$ cat config.mk
export PLATFORM = sky130hd
export DESIGN_NAME = first_fit_block_allocator
export DESIGN_NICKNAME = d
export VERILOG_FILES = /design/src/ffba_pkg.sv /design/src/ffba_table.sv /design/src/first_fit_block_allocator.sv
export SDC_FILE = /design/constraint.sdc
export NUM_CORES = 2
export LEC_CHECK = 0
export BUFFER_PORTS_ARGS = -buffer_cell sky130_fd_sc_hd__buf_2
export CAP_MARGIN = 20
export CORE_MARGIN = 2
export CORE_UTILIZATION = 34
export DETAILED_ROUTE_END_ITERATION = 8
export GPL_TIMING_DRIVEN = 0
export PLACE_DENSITY = 0.53
export RECOVER_POWER = 100
export SLEW_MARGIN = 5
export SYNTH_ARGS = -nofsm -noshare
export SYNTH_HDL_FRONTEND = slang
export SYNTH_HIERARCHICAL = 1
export SYNTH_SLANG_ARGS = --single-unit
$ cat constraint.sdc
create_clock -name clk -period 13.1 [get_ports clk]
set_input_delay 2.62 -clock clk [delete_from_list [all_inputs] [get_ports clk]]
set_output_delay 2.62 -clock clk [all_outputs]
set_load 0.01 [all_outputs]
$ cat src/ffba_pkg.sv
// Shared types and constants of the first-fit block allocator.
`default_nettype none
package ffba_pkg;

  localparam int HEADER_BYTES     = 16;
  localparam int MAX_SEGMENTS     = 64;
  localparam int POOL_LIMIT_BYTES = 65536;
  localparam int SEG_IDX_W        = $clog2(MAX_SEGMENTS);
  localparam int SEG_CNT_W        = $clog2(MAX_SEGMENTS + 1);
  localparam int SEG_SIZE_W       = 17;
  localparam int OFF_W            = 18;

  localparam logic [2:0] CMD_ALLOC   = 3'd0;
  localparam logic [2:0] CMD_CALLOC  = 3'd1;
  localparam logic [2:0] CMD_FREE    = 3'd2;
  localparam logic [2:0] CMD_REALLOC = 3'd3;
  localparam logic [2:0] CMD_INIT    = 3'd4;

  localparam logic [1:0] ST_OK      = 2'd0;
  localparam logic [1:0] ST_NOSPACE = 2'd1;
  localparam logic [1:0] ST_BADADDR = 2'd2;

  typedef struct packed {
    logic [2:0]  command;
    logic [15:0] address;
    logic [15:0] size;
    logic [15:0] count;
  } req_t;

  typedef struct packed {
    logic [1:0]  status;
    logic [15:0] address_res;
  } rsp_t;

  typedef struct packed {
    logic                  free;
    logic [SEG_SIZE_W-1:0] size;
  } seg_t;

  typedef struct packed {
    logic                 rd_en;
    logic                 rd_bank;
    logic [SEG_IDX_W-1:0] rd_addr;
    logic                 wr_en;
    logic                 wr_bank;
    logic [SEG_IDX_W-1:0] wr_addr;
    seg_t                 wr_data;
  } tbl_ctl_t;

endpackage
`default_nettype wire

$ cat src/ffba_table.sv
// Two banks of the segment table; one pass reads one bank and writes the other.
`default_nettype none
module ffba_table
  import ffba_pkg::*;
(
  input  wire logic     clk,
  input  wire tbl_ctl_t ctl,
  output seg_t          rd_data
);

  seg_t bank0 [MAX_SEGMENTS];
  seg_t bank1 [MAX_SEGMENTS];

  always_ff @(posedge clk) begin
    if (ctl.wr_en && !ctl.wr_bank) begin
      bank0[ctl.wr_addr] <= ctl.wr_data;
    end
    if (ctl.wr_en && ctl.wr_bank) begin
      bank1[ctl.wr_addr] <= ctl.wr_data;
    end
    if (ctl.rd_en) begin
      rd_data <= ctl.rd_bank ? bank1[ctl.rd_addr] : bank0[ctl.rd_addr];
    end
  end

endmodule
`default_nettype wire

$ cat src/first_fit_block_allocator.sv
// Top level of the first-fit block allocator: command sequencer over the segment table.
//
//   port group   dir  beat
//   req_*        in   command, address, size, count (req_t)
//   rsp_*        out  status, address_res (rsp_t)
//   cfg_*        in   pool_bytes write, no handshake
//
// Each pass streams the table, one entry a cycle except where a split adds a
// state, from the current bank into the other bank (2-bank ping-pong), then
// swaps banks; a realloc check pass writes nothing and keeps its bank. A pass
// runs a start state, the entries in order and a flush state. Alloc/calloc/free
// use at most one pass, realloc up to three (check, alloc, free); calloc adds a
// multiply state first, and the rsp beat is loaded in a response state.
// After rst the S_INIT state builds the initial free segment before req is taken.
// A pending rsp beat does not block the next req; rsp_stall holds only the
// hand-off of a finished result.
`default_nettype none
module first_fit_block_allocator
  import ffba_pkg::*;
(
  input  wire logic        clk,
  input  wire logic        rst,
  input  wire logic        cfg_we,
  input  wire logic [16:0] cfg_wdata,
  input  wire logic        req_valid,
  output logic             req_stall,
  input  wire req_t        req,
  output logic             rsp_valid,
  input  wire logic        rsp_stall,
  output rsp_t             rsp
);

  typedef enum logic [7:0] {
    S_INIT  = 8'b0000_0001,
    S_IDLE  = 8'b0000_0010,
    S_MUL   = 8'b0000_0100,
    S_START = 8'b0000_1000,
    S_PROC  = 8'b0001_0000,
    S_EXTRA = 8'b0010_0000,
    S_FLUSH = 8'b0100_0000,
    S_RESP  = 8'b1000_0000
  } state_t;

  typedef enum logic [2:0] {
    M_ALLOC = 3'b001,
    M_FREE  = 3'b010,
    M_CHECK = 3'b100
  } mode_t;

  state_t                state;
  mode_t                 mode;
  logic [16:0]           pool_bytes;
  logic                  init_rsp;
  logic [2:0]            cmd;
  logic [15:0]           addr;
  logic [15:0]           size_r;
  logic [15:0]           cnt_r;
  logic [31:0]           req_bytes;
  logic                  cur;
  logic [SEG_CNT_W-1:0]  seg_count;
  logic [SEG_CNT_W-1:0]  k;
  logic [SEG_CNT_W-1:0]  w;
  logic [OFF_W-1:0]      off;
  logic                  found;
  logic                  tfree;
  logic [SEG_SIZE_W-1:0] tsize;
  seg_t                  pend;
  logic                  pvalid;
  seg_t                  xrem;
  logic [1:0]            status;
  logic [15:0]           res;

  tbl_ctl_t              ctl;
  seg_t                  e;
  seg_t                  ep;
  logic                  hit;
  logic                  take;
  logic                  take_split;
  logic                  merge;
  logic                  emit;
  logic                  more;
  logic [16:0]           pool_clamp;
  logic [SEG_CNT_W-1:0]  k_inc;

  ffba_table u_table (
    .clk     (clk),
    .ctl     (ctl),
    .rd_data (e)
  );

  // pool size saturated into its legal range when applied
  always_comb begin
    if (pool_bytes < 17'(HEADER_BYTES + 1)) begin
      pool_clamp = 17'(HEADER_BYTES + 1);
    end else if ({15'd0, pool_bytes} > 32'(POOL_LIMIT_BYTES)) begin
      pool_clamp = 17'(POOL_LIMIT_BYTES);
    end else begin
      pool_clamp = pool_bytes;
    end
  end

  // per-entry decisions while streaming
  always_comb begin
    k_inc      = k + SEG_CNT_W'(1);
    more       = k_inc < seg_count;
    hit        = ({2'b00, addr} == off);
    take       = (mode == M_ALLOC) && !found && e.free &&
                 ({16'd0, e.size} >= {1'b0, req_bytes});
    take_split = take && (seg_count < SEG_CNT_W'(MAX_SEGMENTS)) &&
                 ({16'd0, e.size} >= ({1'b0, req_bytes} + 33'(HEADER_BYTES + 1)));
    ep = e;
    if (take) begin
      ep.free = 1'b0;
    end else if (mode == M_FREE && hit) begin
      ep.free = 1'b1;
    end
    merge = pvalid && (mode == M_FREE) && pend.free && ep.free;
    emit  = pvalid && !merge;
  end

  // table port: reads from the current bank, pass writes go to the other one
  always_comb begin
    ctl         = '0;
    ctl.rd_bank = cur;
    ctl.wr_bank = ~cur;
    ctl.wr_addr = w[SEG_IDX_W-1:0];
    ctl.wr_data = pend;
    unique case (state)
      S_INIT: begin
        ctl.wr_en   = 1'b1;
        ctl.wr_bank = cur;
        ctl.wr_addr = '0;
        ctl.wr_data = '{free: 1'b1, size: pool_clamp - 17'(HEADER_BYTES)};
      end
      S_START: begin
        ctl.rd_en   = 1'b1;
        ctl.rd_addr = '0;
      end
      S_PROC: begin
        ctl.rd_en   = !take_split && more;
        ctl.rd_addr = k_inc[SEG_IDX_W-1:0];
        ctl.wr_en   = emit && (mode != M_CHECK);
      end
      S_EXTRA: begin
        ctl.rd_en   = k < seg_count;
        ctl.rd_addr = k[SEG_IDX_W-1:0];
        ctl.wr_en   = 1'b1;
      end
      S_FLUSH: begin
        ctl.wr_en = (mode != M_CHECK);
      end
      default: begin
      end
    endcase
  end

  assign req_stall = (state != S_IDLE);

  always_ff @(posedge clk) begin
    if (rst) begin
      state      <= S_INIT;
      mode       <= M_ALLOC;
      pool_bytes <= 17'(POOL_LIMIT_BYTES);
      init_rsp   <= 1'b0;
      cur        <= 1'b0;
      seg_count  <= SEG_CNT_W'(1);
      rsp_valid  <= 1'b0;
      found      <= 1'b0;
      pvalid     <= 1'b0;
    end else begin
      if (cfg_we) begin
        pool_bytes <= cfg_wdata;
      end
      // output register: load a finished result, or drop an accepted beat
      if (state == S_RESP && (!rsp_valid || !rsp_stall)) begin
        rsp_valid <= 1'b1;
      end else if (rsp_valid && !rsp_stall) begin
        rsp_valid <= 1'b0;
      end
      unique case (state)
        S_INIT: begin
          seg_count <= SEG_CNT_W'(1);
          state     <= init_rsp ? S_RESP : S_IDLE;
        end
        S_IDLE: begin
          if (req_valid) begin
            cmd       <= req.command;
            addr      <= req.address;
            size_r    <= req.size;
            cnt_r     <= req.count;
            req_bytes <= {16'd0, req.size};
            status    <= ST_OK;
            res       <= '0;
            init_rsp  <= (req.command == CMD_INIT);
            case (req.command)
              CMD_ALLOC: begin
                mode  <= M_ALLOC;
                state <= S_START;
              end
              CMD_CALLOC: begin
                mode  <= M_ALLOC;
                state <= S_MUL;
              end
              CMD_FREE: begin
                mode  <= M_FREE;
                state <= (req.address == 16'd0) ? S_RESP : S_START;
              end
              CMD_REALLOC: begin
                mode  <= (req.address == 16'd0) ? M_ALLOC : M_CHECK;
                state <= S_START;
              end
              CMD_INIT: begin
                state <= S_INIT;
              end
              default: begin
                state <= S_RESP;
              end
            endcase
          end
        end
        S_MUL: begin
          req_bytes <= 32'(size_r) * 32'(cnt_r);
          state     <= S_START;
        end
        S_START: begin
          k      <= '0;
          w      <= '0;
          off    <= OFF_W'(HEADER_BYTES);
          found  <= 1'b0;
          pvalid <= 1'b0;
          state  <= S_PROC;
        end
        S_PROC: begin
          off <= off + OFF_W'(HEADER_BYTES) + {1'b0, e.size};
          k   <= k_inc;
          if (emit) begin
            w <= w + SEG_CNT_W'(1);
          end
          if (take) begin
            found <= 1'b1;
            res   <= off[15:0];
          end
          if (hit && (mode == M_FREE || mode == M_CHECK)) begin
            found <= 1'b1;
            tsize <= e.size;
            tfree <= e.free;
          end
          pvalid <= 1'b1;
          if (take_split) begin
            // granted part goes to pend now; S_EXTRA writes it and queues the free remainder
            pend  <= '{free: 1'b0, size: req_bytes[SEG_SIZE_W-1:0]};
            xrem  <= '{free: 1'b1,
                       size: e.size - req_bytes[SEG_SIZE_W-1:0] - 17'(HEADER_BYTES)};
            state <= S_EXTRA;
          end else begin
            if (merge) begin
              pend.size <= pend.size + 17'(HEADER_BYTES) + e.size;
            end else begin
              pend <= ep;
            end
            state <= more ? S_PROC : S_FLUSH;
          end
        end
        S_EXTRA: begin
          w     <= w + SEG_CNT_W'(1);
          pend  <= xrem;
          state <= (k < seg_count) ? S_PROC : S_FLUSH;
        end
        S_FLUSH: begin
          if (mode != M_CHECK) begin
            cur       <= ~cur;
            seg_count <= w + SEG_CNT_W'(1);
          end
          unique case (mode)
            M_ALLOC: begin
              if (!found) begin
                status <= ST_NOSPACE;
                res    <= '0;
                state  <= S_RESP;
              end else if (cmd == CMD_REALLOC && addr != 16'd0) begin
                // new block granted, now release the old one
                mode  <= M_FREE;
                state <= S_START;
              end else begin
                state <= S_RESP;
              end
            end
            M_FREE: begin
              if (cmd == CMD_FREE && !found) begin
                status <= ST_BADADDR;
              end
              state <= S_RESP;
            end
            M_CHECK: begin
              if (!found || tfree) begin
                status <= ST_BADADDR;
                state  <= S_RESP;
              end else if (tsize >= {1'b0, size_r}) begin
                res   <= addr;
                state <= S_RESP;
              end else begin
                mode  <= M_ALLOC;
                state <= S_START;
              end
            end
            default: begin
              state <= S_RESP;
            end
          endcase
        end
        S_RESP: begin
          if (!rsp_valid || !rsp_stall) begin
            rsp.status      <= status;
            rsp.address_res <= res;
            state           <= S_IDLE;
          end
        end
        default: begin
          state <= S_IDLE;
        end
      endcase
    end
  end

`ifndef SYNTHESIS
  a_count_range: assert property (@(posedge clk) disable iff (rst)
    seg_count != '0 && seg_count <= SEG_CNT_W'(MAX_SEGMENTS))
    else $error("segment count out of range");

  a_read_in_table: assert property (@(posedge clk) disable iff (rst)
    state == S_PROC |-> k < seg_count)
    else $error("scan past last segment");

  a_status_code: assert property (@(posedge clk) disable iff (rst)
    rsp_valid |-> (rsp.status == ST_OK || rsp.status == ST_NOSPACE ||
                   rsp.status == ST_BADADDR))
    else $error("bad status code");
`endif

endmodule
`default_nettype wire

==> flow_metrics.py <==
metrics = {
    "sta": {
        "final-hold-violation-count": 0,
        "tightest_slew_ps": 3920,
        "finalSetupViolations": 0,
        "setup-tns-final_ps": 0,
        "worst_clock_skew_ps": 57.40,
        "final_max_slew_viol_count": 1733,
        "timing.final.crit_share_pct": 62.15,
        "rsz_0062_raised_after_global_routing": "no",
        "fmax_ghz": 0.1228,
        "slew_headroom_pct": -161.3,
        "post-route-min-period_ps": 8142,
    },
    "layout": {
        "layout-drive-gt1-share_pct": 19.42,
        "syn2layout_area_growth_pct": 13.88,
        "final_net_count": 6981,
        "multi_input_area_um2": 32790,
        "instances_no_fill": 10990,
        "fill_cells": 29940,
        "highest_count_cells_in_the_layout_ignoring_fill_and_taps": "2526 x sky130_fd_sc_hd__edfxtp_1, 756 x sky130_fd_sc_hd__mux4_2, 497 x sky130_fd_sc_hd__clkbuf_1",
        "layout.cells.most_common": "sky130_fd_sc_hd__edfxtp_1",
        "seqCellArea_um2": 76650,
    },
    "floorplanning": {
        "io-pin-count": 93,
        "start_util_pct": 34.16,
        "rows": 210,
        "die-height_um": 577.6,
        "die-area_um2": 333600,
        "core_area_um2": 327400,
        "dieWidth_um": 577.6,
    },
    "global_routing": {
        "global_route_wire_length_before_repair_um": 450400,
        "grt-ovfl-total": 0,
        "global_route_usage_over_all_layers_pct": 19.00,
        "grt_start_max_net_pins": 80,
        "grt_pass1_vias": 59250,
        "grt_antenna_before_repair": 28,
    },
    "critical_path": {
        "cp_num_cells": 7,
        "critPathLaunchType": "flip-flop",
        "gate_family_responsible_for_the_most_delay_along_the_worst_path": "buffers and inverters",
        "crit_path_end": "u_table/bank1[56][1]",
        "critical_path.max_stage_delay_ps": 2850,
        "critical_path.cell_chain": "nor3_1 > nand4_1 > o31ai_1 > clkbuf_1 > nor3b_1 > a22o_1 > clkbuf_1",
        "timing.critical_path.required_ps": 13150,
        "crit_type": "flip-flop to flip-flop",
        "critPathMostFrequentCell": "sky130_fd_sc_hd__clkbuf_1",
        "worstPathArrival_ps": 8200,
        "cp_max_fo": 79,
        "crit_path_end_kind": "flip-flop",
        "timing.rr.start": "pool_bytes[12]",
        "critPathSlowestCell": "sky130_fd_sc_hd__clkbuf_1",
        "critical_path.n_buffers_inverters": 2,
        "ff2ff_path_depth": 7,
        "r2r_setup_slack_ps": 4960,
        "crit_start": "pool_bytes[12]",
        "rr_endpoint": "u_table/bank1[56][1]",
    },
    "routing": {
        "drc": 0,
        "drt_iter0_markers": 6606,
        "avgViaCountPerCell": 5.373,
        "via_count": 59060,
        "drt_pre_antenna_iters": 6,
        "route.final.wire_length_um": 319200,
        "route.detailed.wl_per_inst_um": 29.04,
        "drt.antenna.violating_nets": 0,
    },
    "logic_synthesis": {
        "synth.top_cells.by_area": "sky130_fd_sc_hd__edfxtp_1 68%, sky130_fd_sc_hd__mux4_2 15%, sky130_fd_sc_hd__fa_1 3.6%, sky130_fd_sc_hd__ha_1 2.9%, sky130_fd_sc_hd__inv_1 1.1%",
        "ys_seq_elements": 2566,
        "synth_seq_area_share_pct": 68.53,
        "yosys_warnings": 6,
        "postSynth.topFlopCell": "sky130_fd_sc_hd__edfxtp_1",
        "syn_nets": 6372,
        "yosys.area.top_type": "sky130_fd_sc_hd__edfxtp_1",
        "area_share_of_the_largest_cell_type_after_synthesis_pct": 67.82,
        "asyncSetResetFlopFracSynth_pct": 0,
        "syn_inst": 5839,
        "synth.avg_cell_area_um2": 19.15,
        "synth_enable_flop_cells": 2526,
        "post_synth_instance_area_um2": 111800,
        "post_synth_num_cell_types": 87,
    },
    "clock_tree": {
        "postCtsSetupRepairBufs": 0,
        "postCtsResizedCells": 0,
        "cts_htree_levels": 5,
        "clkLatencyLatePin_ps": 870,
        "cts-hold-fix-buffers": 0,
        "clkTransAtPathRegs_ps": 60,
        "clock_path_buffers": 4,
        "cts_tree": "built",
        "cts.sink_count": 2566,
        "cts_inserted_buffers": 271,
        "cts_root_buf": "sky130_fd_sc_hd__clkbuf_16",
    },
    "placed_design": {
        "routabilityCongestion": 0.8580,
        "io_buffer_count": 90,
        "dp_cells": 10520,
        "total_half_perimeter_wirelength_after_legalization_and_detailed_placement_um": 230800,
    },
    "power": {
        "fin_total_pwr_w": 0.01809,
        "leakagePower_nw": 40.78,
        "vdd.ir_drop.worst_v": 0.00008379,
        "power.density_cell_area_nw_per_um2": 142.1,
    },
    "min_path": {
        "min-delay-path-class": "flip-flop to flip-flop",
    },
    "run": {
        "cap_viol_max_count": 52,
    },
    "status": {
        "failed_checks": "capacitance limit, slew limit",
        "status": "finished, violations left",
    },
}
layer usage:
metal	GRT usage (%)	vias to the layer above	share of wire, %
li1	-	24460	-
met1	27.31	31780	43
met2	29.85	2379	46
met3	3.608	437	8.4
met4	4.548	2	2.6
met5	0	-	0.0034
how the worst min path moves through the flow:
stage | end | slack (ps) | depth (start not counted) | from
after floorplan | rsp[0] | 400 | 0 | res[0]
after global placement | rsp[3] | 400 | 0 | res[3]
after detailed placement | rsp[3] | 410 | 0 | res[3]
after CTS | rsp[3] | 420 | 0 | res[3]
after global routing | rsp[3] | 420 | 0 | res[3]
final | rsp[13] | 420 | 0 | res[13]
state kept, by name, indices dropped and copies added (netlist names), 17 cells and up:
signal           flops
off                 18
pend                18
pool_bytes          17
req_bytes           32
rsp                 18
tsize               17
u_table/bank0     1152
u_table/bank1     1152
u_table/rd_data     18
xrem                17
metrics by stage:
| step | util (%) | hold WS (ps) | cell area (um2) | worst slack (ps) |
|---|---|---|---|---|
| 6_report | 38.91 | 418.7 | 127400 | 4958 |
| 5_1_grt | 38.90 | 423.7 | 127400 | 4599 |
| 4_1_cts | 39.91 | 419.0 | 130700 | 5420 |
| 3_5_place_dp | 37.29 | 405.7 | 122100 | 5446 |
| 3_3_place_gp | 35.96 | 404.3 | 117700 | -9858 |
| 2_1_floorplan | - | 400.3 | 111800 | 2643 |
kinds of logic (layout without fill, tap and decap cells):
family | after synthesis | in the layout | share of synthesized area, %
flip-flops | 2566 | 2566 | 68.53
other | 0 | 6 | 0
XOR/XNOR | 115 | 115 | 0.9005
AND/OR/NAND/NOR | 928 | 928 | 3.999
adder cells (fa/ha/maj) | 460 | 460 | 6.482
multiplexers | 816 | 816 | 15.79
AO/OA/AOI/OAI | 358 | 358 | 2.175
buffers and inverters | 596 | 1398 | 2.115
worst register-to-register path, delay by kind of cell, from the launching register on:
| kind | cells | cell delay (ps) |
|---|---|---|
| AO/OA/AOI/OAI | 2 | 2540 |
| buffers and inverters | 2 | 3270 |
| flip-flops | 1 | 360 |
| AND/OR/NAND/NOR | 3 | 1080 |
power breakdown:
part	switching (W)	internal (W)
Combinational	0.000916	0.000420
Sequential	0.0000205	0.00915
Clock	0.00316	0.00442
synthesized netlist by cell type, types with 24 or more instances:
cell type and n:
sky130_fd_sc_hd__fa_1 199, sky130_fd_sc_hd__a21o_1 38, sky130_fd_sc_hd__nand3_1 41, sky130_fd_sc_hd__xnor2_1 64
sky130_fd_sc_hd__o21ai_0 58, sky130_fd_sc_hd__clkbuf_1 166, sky130_fd_sc_hd__inv_1 337, sky130_fd_sc_hd__xor2_1 51
sky130_fd_sc_hd__buf_2 60, sky130_fd_sc_hd__mux2i_1 33, sky130_fd_sc_hd__nor4_1 24, sky130_fd_sc_hd__nor2_1 285
sky130_fd_sc_hd__ha_1 261, sky130_fd_sc_hd__edfxtp_1 2526, sky130_fd_sc_hd__a31oi_1 24, sky130_fd_sc_hd__nand2_1 261
sky130_fd_sc_hd__and2_1 140, sky130_fd_sc_hd__a21oi_1 80, sky130_fd_sc_hd__mux2_2 26, sky130_fd_sc_hd__nor3_1 40
sky130_fd_sc_hd__dfxtp_1 40, sky130_fd_sc_hd__mux4_2 756, sky130_fd_sc_hd__buf_1 25
cell type report:
cell class / count / share of cell area (%)
sequential: 2566 / 60.18
clock inverter: 132 / 1.128
antenna: 6 / 0.01179
timing repair buffer: 336 / 1.208
clock buffer: 334 / 5.609
inverter: 337 / 0.9931
tap: 4346 / 4.269
buffer: 259 / 0.8546
multi-input combinational: 2677 / 25.75
No activity file was read; power rests on OpenSTA's default activity.
